**config.mk**
```make
export PLATFORM = sky130hd
export DESIGN_NAME = multi_channel_input_debouncer_top
export DESIGN_NICKNAME = d
export VERILOG_FILES = /design/src/sv/mcid_pkg.sv /design/src/sv/mcid_lane.sv /design/src/sv/mcid_merge.sv /design/src/sv/multi_channel_input_debouncer_top.sv
export SDC_FILE = /design/constraint.sdc
export NUM_CORES = 1
export LEC_CHECK = 0
export ABC_AREA = 1
export BUFFER_PORTS_ARGS = -buffer_cell sky130_fd_sc_hd__buf_2
export CORE_MARGIN = 8
export CORE_UTILIZATION = 55
export CTS_CLUSTER_DIAMETER = 80
export CTS_CLUSTER_SIZE = 40
export DETAILED_ROUTE_END_ITERATION = 6
export GPL_ROUTABILITY_DRIVEN = 0
export PLACE_DENSITY = 0.8
export SETUP_SLACK_MARGIN = 0.15
export SYNTH_ARGS = -nofsm -noshare
export SYNTH_HDL_FRONTEND = slang
export SYNTH_SLANG_ARGS = --single-unit
export TNS_END_PERCENT = 30
```
**constraint.sdc**
```tcl
create_clock -name i_clk -period 9.85 [get_ports i_clk]
set_input_delay 2.955 -clock i_clk [delete_from_list [all_inputs] [get_ports i_clk]]
set_output_delay 2.955 -clock i_clk [all_outputs]
set_load 0.01 [all_outputs]
```
**src/sv/mcid_pkg.sv**
```systemverilog
// Shared types and constants for the multi-channel input debouncer.
package mcid_pkg;

    localparam int unsigned MAX_LANES = 8;
    localparam int unsigned TIME_W    = 32;
    localparam int unsigned DELAY_W   = 16;
    localparam int unsigned COUNT_W   = 4;
    localparam int unsigned CFG_IDX_W = 2;
    localparam int unsigned CFG_DAT_W = 16;

    localparam logic [CFG_IDX_W-1:0] REG_CHANNEL_COUNT = 2'd0;
    localparam logic [CFG_IDX_W-1:0] REG_POLARITY_MASK = 2'd1;
    localparam logic [CFG_IDX_W-1:0] REG_DEBOUNCE_MS   = 2'd2;

    localparam logic [DELAY_W-1:0] DEBOUNCE_RESET = 16'd50;

    typedef enum logic [1:0] {
        PH_IDLE      = 2'd0,
        PH_PRESSING  = 2'd1,
        PH_HELD      = 2'd2,
        PH_RELEASING = 2'd3
    } t_phase;

    typedef struct packed {
        logic trig;
        logic untrig;
        logic held;
    } t_lane_res;

    typedef struct packed {
        logic [MAX_LANES-1:0] held_mask;
        logic [MAX_LANES-1:0] untrig_events;
        logic [MAX_LANES-1:0] trig_events;
    } t_result;

endpackage

```
**src/sv/mcid_lane.sv**
```systemverilog
// One debounce channel: phase machine, start time and delay test.
module mcid_lane (
    input  logic                          i_clk,
    input  logic                          i_rst_n,
    input  logic                          i_step,
    input  logic                          i_enable,
    input  logic                          i_active,
    input  logic [mcid_pkg::TIME_W-1:0]   i_now,
    input  logic [mcid_pkg::DELAY_W-1:0]  i_debounce,
    output mcid_pkg::t_lane_res           o_res
);
    import mcid_pkg::*;

    t_phase              r_phase;
    t_phase              n_phase;
    logic [TIME_W-1:0]   r_start;
    logic [TIME_W-1:0]   n_start;
    logic [TIME_W-1:0]   elapsed;
    logic                expired;

    assign elapsed = i_now - r_start;
    assign expired = (elapsed >= {{(TIME_W-DELAY_W){1'b0}}, i_debounce});

    always_comb begin
        n_phase = r_phase;
        n_start = r_start;
        case (r_phase)
            PH_IDLE: begin
                if (i_active) begin
                    n_start = i_now;
                    n_phase = PH_PRESSING;
                end
            end
            PH_PRESSING: begin
                if (!i_active) begin
                    n_phase = PH_IDLE;
                end
                if (expired) begin
                    n_phase = PH_HELD;
                end
            end
            PH_HELD: begin
                if (!i_active) begin
                    n_start = i_now;
                    n_phase = PH_RELEASING;
                end
            end
            PH_RELEASING: begin
                if (expired) begin
                    n_phase = PH_IDLE;
                end
                if (i_active) begin
                    n_start = i_now;
                end
            end
            default: begin
                n_phase = PH_IDLE;
            end
        endcase
    end

    always_comb begin
        o_res.trig   = i_enable && (r_phase == PH_PRESSING) && expired;
        o_res.untrig = i_enable && (r_phase == PH_RELEASING) && expired;
        o_res.held   = i_enable && ((n_phase == PH_HELD) || (n_phase == PH_RELEASING));
    end

    always_ff @(posedge i_clk) begin
        if (!i_rst_n) begin
            r_phase <= PH_IDLE;
        end else if (i_step && i_enable) begin
            r_phase <= n_phase;
        end
    end

    always_ff @(posedge i_clk) begin
        if (i_step && i_enable) begin
            r_start <= n_start;
        end
    end

endmodule

```
**src/sv/mcid_merge.sv**
```systemverilog
// Gathers the lane results into one result beat, with an output register and a skid stage.
module mcid_merge #(
    parameter int unsigned LANES = 8
) (
    input  logic                 i_clk,
    input  logic                 i_rst_n,
    input  logic                 i_valid,
    output logic                 o_ready,
    input  mcid_pkg::t_lane_res  i_lanes [LANES],
    output logic                 o_valid,
    input  logic                 i_ready,
    output mcid_pkg::t_result    o_result
);
    import mcid_pkg::*;

    t_result r_out;
    t_result r_skid;
    logic    r_out_valid;
    logic    r_skid_valid;
    t_result merged;
    logic    take;

    always_comb begin
        merged = '0;
        for (int i = 0; i < LANES; i++) begin
            merged.trig_events[i]   = i_lanes[i].trig;
            merged.untrig_events[i] = i_lanes[i].untrig;
            merged.held_mask[i]     = i_lanes[i].held;
        end
    end

    assign take     = r_out_valid && i_ready;
    assign o_ready  = !r_skid_valid;
    assign o_valid  = r_out_valid;
    assign o_result = r_out;

    always_ff @(posedge i_clk) begin
        if (!i_rst_n) begin
            r_out_valid  <= 1'b0;
            r_skid_valid <= 1'b0;
        end else if (!r_out_valid || take) begin
            if (r_skid_valid) begin
                r_out_valid  <= 1'b1;
                r_skid_valid <= 1'b0;
            end else begin
                r_out_valid <= i_valid;
            end
        end else if (i_valid) begin
            r_skid_valid <= 1'b1;
        end
    end

    always_ff @(posedge i_clk) begin
        if (!r_out_valid || take) begin
            if (r_skid_valid) begin
                r_out <= r_skid;
            end else if (i_valid) begin
                r_out <= merged;
            end
        end else if (i_valid) begin
            r_skid <= merged;
        end
    end

endmodule

```
**src/sv/multi_channel_input_debouncer_top.sv**
```systemverilog
// Top level of the multi-channel input debouncer: configuration, lanes and result merge.
// An accepted scan's result beat is registered, via the skid stage if the output stalls.
// One scan per cycle while tready is high; each lane does one 32-bit subtract and compare.
// An output register plus a skid stage keep the input ready while one result waits.
// Reset (synchronous, active low) sets every channel idle, clears both result stages,
// and loads channel_count 0, polarity_mask 0 and debounce_ms 50.
module multi_channel_input_debouncer_top #(
    parameter int unsigned CHANNELS = 8
) (
    input  logic                             i_clk,
    input  logic                             i_rst_n,
    input  logic                             s_axis_tvalid,
    output logic                             s_axis_tready,
    // Fields from bit 0: levels[7:0], now_ms[39:8].
    input  logic [39:0]                      s_axis_tdata,
    output logic                             m_axis_tvalid,
    input  logic                             m_axis_tready,
    // Fields from bit 0: trig_events[7:0], untrig_events[15:8], held_mask[23:16].
    output logic [23:0]                      m_axis_tdata,
    input  logic                             i_cfg_we,
    input  logic [mcid_pkg::CFG_IDX_W-1:0]   i_cfg_index,
    input  logic [mcid_pkg::CFG_DAT_W-1:0]   i_cfg_data
);
    import mcid_pkg::*;

    localparam int unsigned LANES = (CHANNELS < MAX_LANES) ? CHANNELS : MAX_LANES;

    logic [COUNT_W-1:0]   r_channel_count;
    logic [MAX_LANES-1:0] r_polarity_mask;
    logic [DELAY_W-1:0]   r_debounce_ms;

    logic [MAX_LANES-1:0] levels;
    logic [TIME_W-1:0]    now_ms;
    logic                 step;
    t_lane_res            lane_res [LANES];
    t_result              result;

    assign levels = s_axis_tdata[7:0];
    assign now_ms = s_axis_tdata[39:8];
    assign step   = s_axis_tvalid && s_axis_tready;

    always_ff @(posedge i_clk) begin
        if (!i_rst_n) begin
            r_channel_count <= '0;
            r_polarity_mask <= '0;
            r_debounce_ms   <= DEBOUNCE_RESET;
        end else if (i_cfg_we) begin
            case (i_cfg_index)
                REG_CHANNEL_COUNT: r_channel_count <= i_cfg_data[COUNT_W-1:0];
                REG_POLARITY_MASK: r_polarity_mask <= i_cfg_data[MAX_LANES-1:0];
                REG_DEBOUNCE_MS:   r_debounce_ms   <= i_cfg_data[DELAY_W-1:0];
                default: begin
                end
            endcase
        end
    end

    for (genvar g = 0; g < LANES; g++) begin : g_lane
        mcid_lane u_lane (
            .i_clk      (i_clk),
            .i_rst_n    (i_rst_n),
            .i_step     (step),
            .i_enable   (r_channel_count > COUNT_W'(g)),
            .i_active   (levels[g] == r_polarity_mask[g]),
            .i_now      (now_ms),
            .i_debounce (r_debounce_ms),
            .o_res      (lane_res[g])
        );
    end

    mcid_merge #(
        .LANES (LANES)
    ) u_merge (
        .i_clk    (i_clk),
        .i_rst_n  (i_rst_n),
        .i_valid  (step),
        .o_ready  (s_axis_tready),
        .i_lanes  (lane_res),
        .o_valid  (m_axis_tvalid),
        .i_ready  (m_axis_tready),
        .o_result (result)
    );

    assign m_axis_tdata = {result.held_mask, result.untrig_events, result.trig_events};

    a_stall_means_pending: assert property (@(posedge i_clk) disable iff (!i_rst_n)
        !s_axis_tready |-> m_axis_tvalid)
        else $error("input stalled with no result pending");

    a_trig_untrig_exclusive: assert property (@(posedge i_clk) disable iff (!i_rst_n)
        m_axis_tvalid |-> ((result.trig_events & result.untrig_events) == '0))
        else $error("channel triggered and released in one scan");

    a_trig_is_held: assert property (@(posedge i_clk) disable iff (!i_rst_n)
        m_axis_tvalid |-> ((result.trig_events & ~result.held_mask) == '0))
        else $error("triggered channel not reported held");

    a_untrig_not_held: assert property (@(posedge i_clk) disable iff (!i_rst_n)
        m_axis_tvalid |-> ((result.untrig_events & result.held_mask) == '0))
        else $error("released channel still reported held");

endmodule

```
# == After elaboration in Yosys (flattened, before gate mapping) ==
# Cells that the tools add are included.
# word_totals
ramBits,0
n_memories,0
romBits,0
ff_bits,350
input_bits,63
latch_bits,0
word_cells,295
# classes
mux,75
n_reduce_logical,101
multipliers,0
div_mod_pow,0
bitwise_logic,2
addsub,8
n_eq_ne,66
shift,0
n_lt_le_gt_ge,16
# op_table
cell,n
32-bit two-way mux,16
32-bit case mux with 2 select lines,8
32-bit by 16-bit greater-or-equal comparator with 1-bit output,8
32-bit subtractor,8
2-bit two-way mux,40
2-bit == test (second input constant),33
2-bit case mux with 4 select lines,8
1-bit logical AND,50
24-bit two-way mux,2
4-bit AND reduction,8
2-bit by 1-bit == test with 1-bit output (second input constant),9
2-bit logical NOT,9
2-bit nonzero test,9
2-bit OR reduction,9
4-bit by 3-bit > comparator with 1-bit output (second input constant),4
2-bit by 1-bit != test with 1-bit output (second input constant),8
2-bit != test (second input constant),8
2-bit AND reduction,5
1-bit logical OR,9
1-bit == test,8
4-bit by 1-bit > comparator with 1-bit output (second input constant),2
4-bit by 2-bit > comparator with 1-bit output (second input constant),2
1-bit logical NOT,2
1-bit NOT,2
1-bit two-way mux,1

# == Longest topological paths before layout ==
# logic_depth
depth_word,9
ltp_mapped,27
mapped_depth_nobuf,27

# == Modules after synthesis ==
# A second synthesis with hierarchy kept.
# hier_totals
cells_unflattened,5943
area_unflattened_um2,37756.2
# by_module_without_submodules
module,cells_per_inst,area_each_um2,n_inst
mcid_lane (g_lane[3].u_lane ...),696,4301.6,4
mcid_lane (g_lane[0].u_lane),701,4350.4,1
mcid_lane (g_lane[7].u_lane),703,4345.4,1
mcid_lane (g_lane[1].u_lane),711,4330.4,1
mcid_lane (g_lane[2].u_lane),707,4327.9,1
mcid_merge,136,1870.5,1
multi_channel_input_debouncer_top,201,1325.0,1

# == Worst setup path before layout ==
# No wires, ideal clock.
# synth_path
path_kind,input-to-reg
startpoint,input s_axis_tvalid
endpoint,register g_lane[1].u_lane.r_start[0] (enable)
t_required_ns,9.256
arrival_ns,8.581
cell_stages,6
setup_slack_ns,0.675
setup_time_ns,0.594
cell_sequence,inv_1 nor2_1 clkinv_1 nor2_1 inv_1 a2111oi_0
# synth_via
elab_chain_cells,3
# synth_rtl
item,line,rtl
"start, declared",multi_channel_input_debouncer_top.sv:12,"input logic s_axis_tvalid,"
1-bit logical AND,multi_channel_input_debouncer_top.sv:40,assign step = s_axis_tvalid && s_axis_tready;
1-bit logical AND,mcid_lane.sv:77,if (i_step && i_enable) begin
4-bit AND reduction (no line),--,
"end signal, assigned",mcid_lane.sv:78,r_start <= n_start;
"end, declared",mcid_lane.sv:16,logic [TIME_W-1:0] r_start;
# No other way between the ends.
# A chain may end at the register's enable or synchronous reset.

# == Worst setup path in the final report ==
# layout_path
startpoint,input s_axis_tdata[9]
endpoint,"register u_merge.r_out, in the netlist u_merge.o_result[17] (data pin)"
# layout_via
elab_chain_cells,9
# layout_rtl
item,line,rtl
"start, declared",multi_channel_input_debouncer_top.sv:15,"input logic [39:0] s_axis_tdata,"
32-bit subtractor *,mcid_lane.sv:21,assign elapsed = i_now - r_start;
32-bit by 16-bit greater-or-equal comparator with 1-bit output *,mcid_lane.sv:22,"assign expired = (elapsed >= {{(TIME_W-DELAY_W){1'b0}}, i_debounce});"
"2-bit two-way mux, on equally long branches","mcid_lane.sv:49, mcid_lane.sv:38",
2-bit case mux with 4 select lines *,mcid_lane.sv:27,case (r_phase)
2-bit == test,mcid_lane.sv:65,o_res.held = i_enable && ((n_phase == PH_HELD) || (n_phase == PH_RELEASING));
1-bit logical OR *,mcid_lane.sv:65,
1-bit logical AND *,mcid_lane.sv:65,
24-bit two-way mux *,mcid_merge.sv:57,end else if (i_valid) begin
24-bit two-way mux *,mcid_merge.sv:55,if (r_skid_valid) begin
"end signal, assigned",mcid_merge.sv:56,r_out <= r_skid;
"end signal, assigned",mcid_merge.sv:58,r_out <= merged;
"end, declared",mcid_merge.sv:16,t_result r_out;
# Mark *: on every way between the ends. The rest lies on a longest branch, timed or not. The select of a mux whose other input is x is not followed.

==> run summary <==
Placement Cell Area = 37900 um^2
Resized Gates After CTS = 0
CTS tree = yes
Ys Warns = 0
worst path buffer plus inverter count = 3
TritonCTS Buffers = 28
Synth Cell Area = 36300 um^2
Core Util, Final = 59.6%
drt drc = 0
Syn-to-layout area delta = 7.65%
clock slew at reported path FFs = 0.10 ns
Max clock buf depth = 3
RSZ-0062 raised after global routing = false
register area share after synthesis = 27.7%
worst-path fanout max = 17
P_leak = 0.0218 uW
Die X = 273 um
# nets final = 6236
Main synth FF type = edfxtp_1
Power Total = 4330 uW
post-route cell area = 39000 um^2
max-slew violations = 0
relative slew slack = 38.0%
Net Count, Synth = 6117
Hold Crit Class = flop to flop
Worst VDD drop = 159 uV
final setup fails = 0
Cell variety after synth = 45
Fin Setup TNS = 0 ns
startpoint types = input pin
CP Data Required Time = 10.23 ns
Pwr per Cell Area = 111 nW/um^2
post-layout min period = 6.67 ns
achievable frequency = 150 MHz
Critical Path AT = 7.05 ns
post-CTS setup buffer count = 0
Yosys reg bits = 350
grt ovf = 0
Post-CTS Hold Buffers = 0
Routed WL = 107 mm
pin count of the biggest net entering global routing = 38
Top delay family on crit path = simple AND/OR/NAND/NOR gates
EDFF count, synth = 304
worst setup margin = 3.18 ns
Gate Count Post-Synth = 5630
Antenna Nets Post-Route = 0
DP HPWL = 81.3 mm
pre-CTS setup slack = 2.65 ns
Slew @ Worst Pin = 0.925 ns
H-tree Lvls = 1
Port Buffers = 88
Avg Cell Area, Syn = 6.44 um^2
layout cells sized above 1 = 6.15%
first-pass GRT wire length = 168 mm
Initial Util = 55.4%
Slowest-stage cell, CP = fa_1
DR WL/cell = 16.2 um
Core ar. = 65500 um^2
Synth async-reset ratio = 0%
Cell Rows = 94
part of the cycle the worst path needs = 67.8%
final hold violation count = 0
post-DR vias/cell = 5.30
clk sinks = 350
Largest stage delay, worst path = 0.60 ns
GRT Resource Usage Total = 28.0%
Crit path top cell by count = nand2_1
max-cap violations = 0
Root Buffer = clkbuf_16
Fin Clk Skew = 0.0427 ns
die height = 273 um
vias in the first global route = 32900
Crit Path Category = input pin to flop
drt first-iter violations = 3153
initial antenna violation count = 8
I/O Pins = 89
Critical Path End Type = flop
outcome = completed
Die ar. = 74400 um^2
vias = 35200
drt first pass iters = 7
fill count = 6116
Skew-Pair Late Insertion Delay = 0.63 ns
-- worst paths after layout --
check	startpoint	end	slack, ns	depth (start not counted)
max	s_axis_tdata[9]	u_merge.o_result[17]	3.18	26
min	r_polarity_mask[6]	r_polarity_mask[6]	0.47	2
max reg2reg	g_lane[1].u_lane.r_start[0]	u_merge.o_result[17]	6.06	25
min reg2reg	r_polarity_mask[6]	r_polarity_mask[6]	0.47	2
-- Yosys cell counts, types with 17 or more instances --
cell | n | area, um^2
nand2_1 | 2000 | 7510
dfxtp_1 | 46 | 921
inv_1 | 1260 | 4730
nand3b_1 | 21 | 158
nor2_2 | 50 | 313
xor2_1 | 107 | 937
edfxtp_1 | 304 | 9130
nor3_1 | 30 | 150
a21oi_1 | 255 | 1280
o21bai_1 | 17 | 128
nand4_1 | 73 | 457
nor2_1 | 428 | 1610
o21ai_0 | 81 | 405
inv_2 | 17 | 63.8
nand3_1 | 265 | 1330
nand2_2 | 68 | 425
ha_1 | 416 | 5200
-- logic make-up after synthesis --
kind of cell | share of synthesized area (%)
AO/OA/AOI/OAI | 6.55
XOR/XNOR | 2.97
adder cells (fa/ha/maj) | 14.8
buffers and inverters | 13.4
flip-flops | 27.7
AND/OR/NAND/NOR | 34.6
-- routing by layer --
metal  track usage, %  up-vias  routed length [um]
met5                0        -                   9
met4             14.8        2                6420
met3             4.48      318                9180
met2             46.6     1359               48000
met1             34.7    15800               43700
li1                 -    17700                   -
-- cell usage in the layout (no fill, tap or decap), types with 46 or more instances in the layout --
cell | Yosys | routed
nand2_2 | 68 | 68
nand3_1 | 265 | 265
o21ai_0 | 81 | 81
nor2_1 | 428 | 426
nor2_2 | 50 | 52
dfxtp_1 | 46 | 46
ha_1 | 416 | 416
nand4_1 | 73 | 73
buf_2 | 1 | 88
xor2_1 | 107 | 107
inv_1 | 1260 | 1260
nand2_1 | 2000 | 2000
edfxtp_1 | 304 | 304
a21oi_1 | 255 | 255
-- registers in the layout (all words and copies together), names as in the netlist --
signal / cells
g_lane.u_lane.r_phase: 16
g_lane.u_lane.r_start: 256
r_channel_count: 4
r_debounce_ms: 16
r_polarity_mask: 8
u_merge.o_result: 24
u_merge.o_valid: 1
u_merge.r_skid: 24
u_merge.r_skid_valid: 1
-- stage by stage --
stage	hold WS, ns	std cells
floorplan	0.432	5630
global placement	0.442	6583
detailed placement	0.451	6583
CTS	0.465	6635
global route	0.495	6635
finish	0.472	6637
-- cell type report --
class / count / area [um^2] / area share [%]
clock inverter: 23 / 388 / 0.993
tap: 864 / 1080 / 2.77
timing repair buffer: 102 / 546 / 1.40
sequential: 350 / 10000 / 25.7
antenna: 2 / 5.00 / 0.0128
clock buffer: 29 / 726 / 1.86
inverter: 1281 / 4810 / 12.3
multi-input combinational: 3986 / 21400 / 54.9
-- worst register-to-register path: stages (launching register included) --
cell and delay (ns):
edfxtp_1 0.40, ha_1 0.23, fa_1 0.41, inv_1 0.11
nand3_1 0.09, nand3_2 0.12, nand2_1 0.07, nand2_1 0.09
nand2_1 0.07, nand2_2 0.08, xor2_1 0.16, ha_1 0.26
nand2_1 0.07, nor2_1 0.04, a211oi_1 0.19, nand2_1 0.08
nor2_1 0.09, nand2_1 0.06, nor2_1 0.10, nand2_1 0.06
nor2_2 0.27, nand2_2 0.11, nand2_1 0.12, nand3_2 0.10
nand4_1 0.09, nand2_1 0.07
-- power by group --
part / leakage [uW] / internal (uW) / switching (uW)
Sequential: 0.00316 / 1660 / 20.7
Combinational: 0.0181 / 433 / 881
Clock: 0.000532 / 631 / 703
Power figures use the tool's default switching activity.
